--- src/rtl/core/mzc_pkg.sv ---
// ----------------------------------------------------------------------------
// Mesh Z correction package
// Shared types and constants of the mesh Z correction lookup block.
// ----------------------------------------------------------------------------
`timescale 1ns / 1ps
`default_nettype none

package mzc_pkg;

  // Default sizes of the stores and of the coordinates.
  localparam int MaxFacesDef    = 256;
  localparam int MaxVerticesDef = 256;
  localparam int CoordWidthDef  = 32;

  // Configuration port widths.
  localparam int ApbAddrWidth = 3;
  localparam int ApbDataWidth = 32;

  // Register indexes, taken from byte address bit 2.
  localparam logic RegEnable    = 1'b0;
  localparam logic RegFaceCount = 1'b1;

  // Request codes at the input.
  localparam logic [1:0] ReqWriteVertex = 2'd0;
  localparam logic [1:0] ReqWriteFace   = 2'd1;
  localparam logic [1:0] ReqQuery       = 2'd2;

  // Determinant threshold, 0.00001 in Q.32, rounded down.
  localparam int EpsRaw = 42949;

  // Command kinds handed from the front to the back.
  typedef enum logic [1:0] {
    CMD_NOP,
    CMD_VTX_WR,
    CMD_FACE_WR,
    CMD_QUERY
  } cmd_e;

  // Control part of one queued command.
  typedef struct packed {
    cmd_e       kind;
    logic [7:0] slot;
    logic [7:0] corner_a;
    logic [7:0] corner_b;
    logic [7:0] corner_c;
    logic       reverse;
  } cmd_t;

  // Configuration seen by the back end.
  typedef struct packed {
    logic       enable;
    logic [8:0] face_count;
  } cfg_t;

endpackage

`default_nettype wire

--- src/rtl/core/mzc_front.sv ---
// ----------------------------------------------------------------------------
// Mesh Z correction front end
// Holds the configuration registers, classifies incoming requests and queues
// them for the back end.
// ----------------------------------------------------------------------------
`timescale 1ns / 1ps
`default_nettype none

module mzc_front import mzc_pkg::*; #(
  parameter int MAX_FACES    = MaxFacesDef,
  parameter int MAX_VERTICES = MaxVerticesDef,
  parameter int COORD_WIDTH  = CoordWidthDef
) (
  input  wire logic                    clk_i,
  input  wire logic                    rst_ni,
  // Configuration port
  input  wire logic                    psel,
  input  wire logic                    penable,
  input  wire logic                    pwrite,
  input  wire logic [ApbAddrWidth-1:0] paddr,
  input  wire logic [ApbDataWidth-1:0] pwdata,
  output logic      [ApbDataWidth-1:0] prdata,
  output logic                         pready,
  // Request side
  input  wire logic                    start,
  output logic                         busy,
  input  wire logic [1:0]              req_type_i,
  input  wire logic [7:0]              entry_index_i,
  input  wire logic [COORD_WIDTH-1:0]  coord_x_i,
  input  wire logic [COORD_WIDTH-1:0]  coord_y_i,
  input  wire logic [COORD_WIDTH-1:0]  coord_z_i,
  input  wire logic [7:0]              corner_a_i,
  input  wire logic [7:0]              corner_b_i,
  input  wire logic [7:0]              corner_c_i,
  input  wire logic                    reverse_i,
  // Back end side
  output cfg_t                         cfg_o,
  output logic                         cmd_valid_o,
  input  wire logic                    cmd_ready_i,
  output cmd_t                         cmd_o,
  output logic      [COORD_WIDTH-1:0]  cmd_x_o,
  output logic      [COORD_WIDTH-1:0]  cmd_y_o,
  output logic      [COORD_WIDTH-1:0]  cmd_z_o
);

  localparam int QDepth = 2;

  logic       enable_q;
  logic [8:0] face_count_q;
  logic       cfg_wr;

  cmd_t                   queue_cmd_q [QDepth];
  logic [COORD_WIDTH-1:0] queue_x_q   [QDepth];
  logic [COORD_WIDTH-1:0] queue_y_q   [QDepth];
  logic [COORD_WIDTH-1:0] queue_z_q   [QDepth];
  logic                   wr_ptr_q;
  logic                   rd_ptr_q;
  logic [1:0]             count_q;
  logic                   push;
  logic                   pop;
  cmd_t                   cmd_new;

  // Register write and read.
  assign pready = 1'b1;
  assign cfg_wr = psel && penable && pwrite;

  always_ff @(posedge clk_i or negedge rst_ni) begin
    if (!rst_ni) begin
      enable_q     <= 1'b0;
      face_count_q <= '0;
    end else if (cfg_wr) begin
      unique case (paddr[2])
        RegEnable:    enable_q     <= pwdata[0];
        RegFaceCount: face_count_q <= pwdata[8:0];
        default:      enable_q     <= enable_q;
      endcase
    end
  end

  always_comb begin
    unique case (paddr[2])
      RegEnable:    prdata = {{(ApbDataWidth-1){1'b0}}, enable_q};
      RegFaceCount: prdata = {{(ApbDataWidth-9){1'b0}}, face_count_q};
      default:      prdata = '0;
    endcase
  end

  assign cfg_o.enable     = enable_q;
  assign cfg_o.face_count = face_count_q;

  // Classify the request; writes to slots beyond the stores become no-ops.
  always_comb begin
    cmd_new.slot     = entry_index_i;
    cmd_new.corner_a = corner_a_i;
    cmd_new.corner_b = corner_b_i;
    cmd_new.corner_c = corner_c_i;
    cmd_new.reverse  = reverse_i;
    unique case (req_type_i)
      ReqWriteVertex:
        cmd_new.kind = (int'(entry_index_i) < MAX_VERTICES) ? CMD_VTX_WR : CMD_NOP;
      ReqWriteFace:
        cmd_new.kind = (int'(entry_index_i) < MAX_FACES) ? CMD_FACE_WR : CMD_NOP;
      ReqQuery:
        cmd_new.kind = CMD_QUERY;
      default:
        cmd_new.kind = CMD_NOP;
    endcase
  end

  // Two-entry command queue between the front and the back.
  assign busy        = (count_q == 2'(QDepth));
  assign push        = start && !busy;
  assign cmd_valid_o = (count_q != 2'd0);
  assign pop         = cmd_valid_o && cmd_ready_i;

  always_ff @(posedge clk_i or negedge rst_ni) begin
    if (!rst_ni) begin
      wr_ptr_q <= 1'b0;
      rd_ptr_q <= 1'b0;
      count_q  <= '0;
    end else begin
      if (push) begin
        wr_ptr_q <= !wr_ptr_q;
      end
      if (pop) begin
        rd_ptr_q <= !rd_ptr_q;
      end
      if (push && !pop) begin
        count_q <= count_q + 2'd1;
      end else if (pop && !push) begin
        count_q <= count_q - 2'd1;
      end
    end
  end

  always_ff @(posedge clk_i) begin
    if (push) begin
      queue_cmd_q[wr_ptr_q] <= cmd_new;
      queue_x_q[wr_ptr_q]   <= coord_x_i;
      queue_y_q[wr_ptr_q]   <= coord_y_i;
      queue_z_q[wr_ptr_q]   <= coord_z_i;
    end
  end

  assign cmd_o   = queue_cmd_q[rd_ptr_q];
  assign cmd_x_o = queue_x_q[rd_ptr_q];
  assign cmd_y_o = queue_y_q[rd_ptr_q];
  assign cmd_z_o = queue_z_q[rd_ptr_q];

endmodule

`default_nettype wire

--- config.mk ---
export PLATFORM = sky130hd
export DESIGN_NAME = mzc_front
export DESIGN_NICKNAME = d
export VERILOG_FILES = /design/src/rtl/core/mzc_pkg.sv /design/src/rtl/core/mzc_front.sv
export SDC_FILE = /design/constraint.sdc
export NUM_CORES = 1
export LEC_CHECK = 0
export ABC_AREA = 0
export BUFFER_PORTS_ARGS = -buffer_cell sky130_fd_sc_hd__buf_2
export CAP_MARGIN = 15
export CORE_MARGIN = 4
export CORE_UTILIZATION = 30
export CTS_CLUSTER_DIAMETER = 40
export DETAILED_ROUTE_END_ITERATION = 8
export SETUP_SLACK_MARGIN = 0.02
export SYNTH_ARGS = -nofsm -noshare
export SYNTH_HDL_FRONTEND = slang
export SYNTH_SLANG_ARGS = --single-unit
export TNS_END_PERCENT = 20
--- constraint.sdc ---
create_clock -name clk_i -period 18.4 [get_ports clk_i]
set_input_delay 0.92 -clock clk_i [delete_from_list [all_inputs] [get_ports clk_i]]
set_output_delay 0.92 -clock clk_i [all_outputs]
set_load 0.01 [all_outputs]
==> results.cfg, run 1 <==
[run_status]
status = finished clean

[clock_tree]
insertion_delay_ns = 0.55
cts-resized-gates = 0
clk_pin_slew_ns = 0.05
cts_setup_buffers = 0
clockBufferDepth = 3
h-tree-depth = 2
cts_hold_buf = 0
cts_tree = yes
clock_sinks = 276
cts_root_buf = clkbuf_16
numCtsBuffers = 45

[worst_setup_path]
cp.arrival_ns = 3.56
start_kind = flop
required_ns = 17.48
path_max_fanout = 56
cp_common_cell = buf_4
end_kind = output pin
crit_type = reg -> out
critical-path-max-stage-delay_ns = 0.93
worst_path_max_delay_cell = buf_4
path_cells = buf_4, buf_4, mux2_2, buf_2

[die]
ioPinCount = 349
die_y_um = 196.7
start_util = 0.3069
die_w_um = 196.7
fp.dieArea_sq_mm = 0.03868
std_cell_rows = 68
coreArea_sq_mm = 0.03480

[power]
ir_drop_v = 0.00008446
powerDensity_mw_per_mm2 = 170.5
power.leakage_nw = 5.679

[route]
firstDrtPassIters = 4
viasPerCell = 4.163
post_drt_wl_per_cell_um = 17.24
first_iter_violations = 171
vias = 5483
route.detailed.drc = 0
antenna_left = 0
finalWirelength_mm = 22.71

[global_routing]
grt-ovfl-total = 0
grt_max_degree = 57
grt_pass1_wl_mm = 33.62
antenna_found_initial = 5
grt_pass1_vias = 5973
grt_usage = 0.1131

[synth]
synth_top_area_share = 0.7367
synth_xor_area_frac = 0.004101
synth_top_family_by_area = multiplexers
synth_area_leaders = edfxtp_1 (74%), mux2_4 (11%), mux2_2 (6.5%), dfrtp_1 (3.3%), buf_4 (1.8%)
syn-cell-area_sq_mm = 0.01068
yosysWarnings = 0
synth_edf_count = 262
synth_commonest_cells = edfxtp_1 (262), mux2_4 (80), mux2_2 (62), buf_4 (25), dfrtp_1 (14)
avgSynthCellArea_sq_um = 21.62
synth_fa_ha_area_frac = 0.004687
synth_mux_area_frac = 0.1779
synth_async_sr_flop_share = 0.05072
ys_seq_elements = 276
synth-simple-area-share = 0.01054
ys_seq_area_frac = 0.7695
synth_top_area_cell = edfxtp_1
synth_compound_area_frac = 0
synth_ff_type = edfxtp_1
syn_inst = 494
ys_types = 22
yosysMostFrequentCell = edfxtp_1

[timing]
rsz0062_at_grt = no
tightest_slew_ns = 1.078
finalHoldWorstSlack_ns = 0.2681
finalCritPeriodShare = 0.2435
setup_viol = 0
fin_crit_ns = 4.481
max_slew_margin = 0.2812
finalClockSkew_ns = 0.02234
drv_slew = 0
setup_tns_ns = 0
fmax_mhz = 223.2
hold_viol = 0

[job]
max_cap_violations = 0

[layout]
final_nets = 1004
layout-drive-gt1-share = 0.6132
n_fill_cell = 3190
area_delta_synth_final_pct = 32.24
layout.cells.non_filler = 1317

[placed_design]
dpl.cell_count = 1235
numPortBuffers = 299
place_congestion = 0.7642
hpwl_mm = 14.75

[hold_path]
hp-class = in -> async
## state kept, by name (all words and copies together) (netlist names)
signal,count
queue_y_q,64
queue_x_q,64
count_q,2
rd_ptr_q,1
queue_cmd_q,70
face_count_q,9
wr_ptr_q,1
enable_q,1
queue_z_q,64
## cells in the final DEF, fill, tap and decap left out, drive strengths merged
master    instances
buf             305
edfxtp          262
mux2            142
clkbuf           47
conb             24
clkinv           16
dfrtp            14
inv              10
and2              8
bufinv            7
clkinvlp          5
nor2              5
ha                4
xnor2             3
nand2             2
xor2              2
diode             1
or2               1
nand2b            1
and3              1
nand4             1
nand3             1
## worst max-delay path, delay by kind of cell (launching register included)
kind	cells	cell delay, ns
buffers and inverters	3	1.78
flip-flops	1	0.71
multiplexers	1	0.42
## path summary, 6_finish.rpt
kind | cells after the start | slack (ns) | start | to
setup / recovery | 4 | 13.92 | rd_ptr_q$_DFFE_PN0P_ | cmd_o[34]
hold / removal | 1 | 0.27 | rst_ni | wr_ptr_q$_DFFE_PN0P_
setup reg to reg | 5 | 15.13 | count_q[0]$_DFFE_PN0P_ | queue_cmd_q[0][27]$_DFFE_PP_
hold reg to reg | 1 | 0.50 | count_q[1]$_DFFE_PN0P_ | count_q[1]$_DFFE_PN0P_
max in group asynchronous | 1 | 17.84 | rst_ni | rd_ptr_q$_DFFE_PN0P_
min in group clk_i | 1 | 0.50 | count_q[1]$_DFFE_PN0P_ | count_q[1]$_DFFE_PN0P_
## layer usage
metal | GRT usage | share of wire
met5 | 0 | 0.0024
met2 | 0.1895 | 0.49
met3 | 0.04940 | 0.10
met1 | 0.1233 | 0.37
met4 | 0.05496 | 0.033
## cell families after synthesis
kind of cell	count (synthesis)
muxes	142
xor gates and xnor gates	5
buffers and inverters	45
DFF	276
adders and majority gates	4
and+or+nand+nor	20
other	2
## per-stage QoR
stage	instance area, sq um	power (mW)	setup WS [ns]	utilization
3_5_place_dp	12560	1.587	14.34	0.3608
2_1_floorplan	10760	1.372	11.33	-
5_1_grt	14120	2.533	13.67	0.4058
6_report	14120	2.407	13.92	0.4058
3_3_place_gp	12560	1.578	14.35	0.3608
4_1_cts	14120	2.458	13.76	0.4058
## where the power goes
part / internal (mW) / switching (mW)
Clock: 0.554 / 0.302
Sequential: 0.858 / 0.0483
Combinational: 0.310 / 0.335
Total: 1.72 / 0.686
## layout make-up
cell class / instances / area [sq um] / share of cell area
Antenna cell: 1 / 2.502 / 0.0001772
Clock buffer: 47 / 1134 / 0.08027
Clock inverter: 34 / 430.4 / 0.03048
Inverter: 4 / 15.01 / 0.001063
Multi-Input combinational cell: 195 / 2208 / 0.1564
Sequential cell: 276 / 8222 / 0.5822
Tap cell: 455 / 569.3 / 0.04031
Timing Repair Buffer: 305 / 1541 / 0.1092
(Power assumes the default switching activity.)
==> run 2: changes to the inputs <==
- clock period: 18.4 -> 4.35 ns (I/O delays scaled with it)
==> results.cfg, run 2 (synthesized netlist as in run 1, its figures left out) <==
[route]
antenna_left = 0
finalWirelength_mm = 23.70
viasPerCell = 4.129
vias = 5995
first_iter_violations = 147
firstDrtPassIters = 4
route.detailed.drc = 0
post_drt_wl_per_cell_um = 16.32

[die]
die_y_um = 196.7
die_w_um = 196.7
fp.dieArea_sq_mm = 0.03868
ioPinCount = 349
std_cell_rows = 68
start_util = 0.3069
coreArea_sq_mm = 0.03480

[global_routing]
grt_usage = 0.1186
grt-ovfl-total = 0
grt_pass1_vias = 6583
grt_max_degree = 67
grt_pass1_wl_mm = 35.75
antenna_found_initial = 1

[worst_setup_path]
path_cells = buf_12, mux2_2, buf_2
start_kind = flop
required_ns = 4.13
path_max_fanout = 50
end_kind = output pin
critical-path-max-stage-delay_ns = 1.04
r2r_cells = 3
cp.arrival_ns = 2.51
worst_path_max_delay_cell = dfrtp_4
crit_type = reg -> out

[clock_tree]
clk_pin_slew_ns = 0.06
insertion_delay_ns = 0.54
clock_sinks = 276
h-tree-depth = 2
cts_root_buf = clkbuf_16
numCtsBuffers = 41
clockBufferDepth = 3
cts_tree = yes

[power]
powerDensity_mw_per_mm2 = 646.2
power.leakage_nw = 6.189
ir_drop_v = 0.0004031

[layout]
final_nets = 1141
n_fill_cell = 3098
most-common-layout-cells = buf_2 (299), edfxtp_1 (262), dlygate4sd3_1 (140)
largest_reg_flops = 70
largest_register = queue_cmd_q
layout_commonest_cell = buf_2
area_delta_synth_final_pct = 44.30
layout-drive-gt1-share = 0.5231

[timing]
setup_viol = 0
tightest_slew_ns = 1.023
drv_slew = 0
max_slew_margin = 0.3181
rsz0062_at_grt = no
fin_crit_ns = 2.730
hold_viol = 0
finalClockSkew_ns = 0.01619
finalCritPeriodShare = 0.6275
finalHoldWorstSlack_ns = 0.06606
setup_tns_ns = 0
fmax_mhz = 366.3

[run_status]
status = finished clean

[job]
max_cap_violations = 0

[hold_path]
hp-class = in -> reg
holdPathStages = 3

[placed_design]
numPortBuffers = 299
hpwl_mm = 15.17
place_congestion = 0.7612
[run 2: changes by cell type in the layout (fill, tap and decap cells not counted), moves of 2 or more]
cell,previous run,this run
clkbuf_16,45,43
clkinvlp_4,5,7
buf_12,0,5
clkinv_4,5,1
clkinv_2,6,1
bufinv_16,7,3
clkinv_8,2,0
dlygate4sd3_1,0,140
buf_4,6,2
inv_8,5,3
inv_6,1,10
[run 2: layer usage]
metal | up-vias | GRT usage | routed length, um
li1 | 2817 | - | -
met2 | 236 | 0.2031 | 11890
met5 | - | 0 | 0
met4 | 0 | 0.05162 | 680
met1 | 2899 | 0.1323 | 9094
met3 | 43 | 0.04564 | 2038
[run 2: final cells by class]
class	count	area, sq um	area share
tap	455	569.3	0.03694
antenna	1	2.502	0.0001624
sequential	276	8222	0.5335
clock buffer	46	1087	0.07056
multi-input combinational	195	2208	0.1433
inverter	4	15.01	0.0009743
clock inverter	29	292.8	0.01900
timing repair buffer	446	3013	0.1955
[run 2: power by group]
part           switching (mW)  leakage [nW]  internal, mW
logic                    1.38          2.93          1.44
clock network            1.22         0.655          2.02
registers               0.279          2.60          3.62
[run 2: per-stage QoR]
| stage | power, mW | setup slack, ns | instances | util | area, sq um |
|---|---|---|---|---|---|
| 6_report | 9.958 | 1.620 | 1452 | 0.4428 | 15410 |
| 5_1_grt | 10.48 | 1.472 | 1452 | 0.4428 | 15410 |
| 4_1_cts | 10.16 | 1.514 | 1451 | 0.4428 | 15410 |
| 3_5_place_dp | 6.750 | 2.040 | 1236 | 0.3628 | 12630 |
| 3_3_place_gp | 6.711 | 2.011 | 1236 | 0.3628 | 12630 |
| 2_1_floorplan | 5.759 | 0.2511 | 516 | - | 10770 |
[run 2: worst paths after layout]
check                                                    end  slack [ns]              startpoint
worst min-delay path                    wr_ptr_q$_DFFE_PN0P_        0.07                   start
min in group asynchronous             count_q[1]$_DFFE_PN0P_        0.12                  rst_ni
worst min register to register        count_q[1]$_DFFE_PN0P_        0.51  count_q[1]$_DFFE_PN0P_
worst max register to register  queue_cmd_q[1][25]$_DFFE_PP_        2.12  count_q[0]$_DFFE_PN0P_
worst max-delay path                             cmd_x_o[29]        1.62    rd_ptr_q$_DFFE_PN0P_
max in group asynchronous               rd_ptr_q$_DFFE_PN0P_        3.93                  rst_ni
[run 2: worst max-delay path: cells and delay by family, from the launching register on]
family / cells / cell delay, ns
flops: 1 / 1.04
mux: 1 / 0.38
buf+inv: 2 / 0.53
[run 2: repair_timing]
| item | 4_1_cts | 5_1_grt |
|---|---|---|
| endpoints found under the hold margin | 283 | 0 |
| setup buffers | 0 | 0 |
| hold buffers | 140 | 0 |
| gates resized for setup | 0 | 0 |
==> run 3: changes to the inputs <==
- clock period: 4.35 -> 2.25 ns (I/O delays scaled with it)
==> results.cfg, run 3 (synthesized netlist as in run 1, its figures left out) <==
[layout]
layout_commonest_cell = buf_2
utilization = 0.4460
layout-drive-gt1-share = 0.5243
layout.cells.non_filler = 1465
largest_register = queue_cmd_q
final_nets = 1155
largest_reg_flops = 70
most-common-layout-cells = buf_2 (299), edfxtp_1 (262), dlygate4sd3_1 (145)
area_delta_synth_final_pct = 45.34

[worst_setup_path]
start_kind = flop
r2r_slack_ns = 0.64
crit_type = reg -> out
startpoint = rd_ptr_q$_DFFE_PN0P_
endpoint = cmd_x_o[15]
timing.rr.end = queue_cmd_q[0][12]$_DFFE_PP_
worst_path_max_delay_cell = dfrtp_4
r2r_cells = 4
critical-path-max-stage-delay_ns = 0.51
end_kind = output pin
required_ns = 2.14
path_max_fanout = 20
path_cells = buf_12, buf_4, mux2_2, buf_2
cp.arrival_ns = 1.98
reg2reg_from = count_q[0]$_DFFE_PN0P_

[die]
coreArea_sq_mm = 0.03480
die_w_um = 196.7
die_y_um = 196.7
std_cell_rows = 68
ioPinCount = 349
start_util = 0.3069
fp.dieArea_sq_mm = 0.03868

[timing]
tightest_slew_ns = 0.6512
drv_slew = 0
setup_tns_ns = 0
finalHoldWorstSlack_ns = 0.09385
finalClockSkew_ns = 0.01395
fin_crit_ns = 2.097
fmax_mhz = 476.8
setup_viol = 0
hold_viol = 0
finalCritPeriodShare = 0.9322
max_slew_margin = 0.5645
rsz0062_at_grt = no

[power]
power.leakage_nw = 6.257
clock_power_share = 0.313
powerDensity_mw_per_mm2 = 1239
p_total_mw = 19.24
swShare = 0.2873
ir_drop_v = 0.001038
seq_power_share = 0.381
p_sw_mw = 5.527
pwr-share-comb = 0.306
intPower_mw = 13.71

[route]
post_drt_wl_per_cell_um = 16.08
finalWirelength_mm = 23.55
antenna_left = 0
route.detailed.drc = 0
firstDrtPassIters = 4
viasPerCell = 4.125
first_iter_violations = 206
vias = 6043

[job]
max_cap_violations = 0

[global_routing]
grt_usage = 0.1187
use_met2 = 0.2029
top_usage_layer = met2
grt_max_degree = 75
antenna_found_initial = 1
grtUsageMet1 = 0.1358
use_met3 = 0.03949
grt-ovfl-total = 0
grt_pass1_wl_mm = 36.14
grt_pass1_vias = 6630

[placed_design]
numPortBuffers = 299
dpl.cell_count = 1241
place_congestion = 0.7189
hpwl_mm = 15.18

[clock_tree]
clockBufferDepth = 3
insertion_delay_ns = 0.53
clk_pin_slew_ns = 0.05
cts_root_buf = clkbuf_16
h-tree-depth = 2
numCtsBuffers = 40
clock_sinks = 276
cts_tree = yes

[hold_path]
min_from = penable
hp-class = in -> reg

[run_status]
status = finished clean
==> run 3: cell count changes in the layout (fill, tap and decap cells not counted), sizes merged <==
cell,change
buf,+10
clkbuf,+1
clkinv,+2
clkinvlp,-3
dlygate4sd3,+5
inv,-2
==> run 3: stage by stage <==
step / area (sq um) / worst slack, ns
after global routing: 15520 / 0.03095
final: 15520 / 0.1526
after detailed placement: 12720 / 0.6287
after floorplan: 10790 / -0.7054
after CTS: 15480 / 0.02473
after global placement: 12720 / 0.6279
==> run 3: critical path, delay by kind of cell, from the launching register on <==
kind | cells | cell delay, ns
flip-flops | 1 | 0.51
multiplexers | 1 | 0.35
buffers and inverters | 3 | 0.60
==> run 3: area by class of cell <==
type | count | area (sq um)
Antenna cell | 1 | 2.502
Clock buffer | 47 | 1049
Clock inverter | 26 | 265.3
Fill cell | 3032 | 19280
Inverter | 4 | 15.01
Multi-Input combinational cell | 195 | 2223
Sequential cell | 276 | 8222
Tap cell | 455 | 569.3
Timing Repair Buffer | 461 | 3176
==> run 3: worst min-delay path by stage <==
| stage | endpoint | cells after the start |
|---|---|---|
| 5_1_grt | enable_q$_DFFE_PN0P_ | 4 |
| 3_5_place_dp | face_count_q[5]$_DFFE_PN0P_ | 1 |
| 2_1_floorplan | count_q[0]$_DFFE_PN0P_ | 0 |
| 6_report | enable_q$_DFFE_PN0P_ | 4 |
| 4_1_cts | enable_q$_DFFE_PN0P_ | 4 |
| 3_3_place_gp | face_count_q[5]$_DFFE_PN0P_ | 1 |
==> run 3: repair_timing <==
| item | CTS | global route |
|---|---|---|
| buffers inserted | 0 | 5 |
| hold buffers | 145 | 0 |
| gates resized for setup | 0 | 0 |
| endpoints found under the hold margin | 288 | 0 |
| setup endpoints to repair | 0 | 13 |
==> run 3: power groups by stage <==
stage / combinational (mW) / sequential (mW) / clock, mW
after floorplan: 3.72 / 7.39 / 0
after global placement: 5.72 / 7.38 / 0
after detailed placement: 5.72 / 7.45 / 0
after global routing: 6.33 / 7.44 / 6.46
final: 5.88 / 7.33 / 6.03
after CTS: 5.95 / 7.35 / 6.22
==> run 3: layer usage <==
| metal | routed length [um] | share of wire | vias up |
|---|---|---|---|
| li1 | - | - | 2848 |
| met1 | 9033 | 0.38 | 2900 |
| met2 | 11880 | 0.50 | 244 |
| met3 | 1909 | 0.081 | 51 |
| met4 | 734 | 0.031 | 0 |
| met5 | 0 | 0 | - |
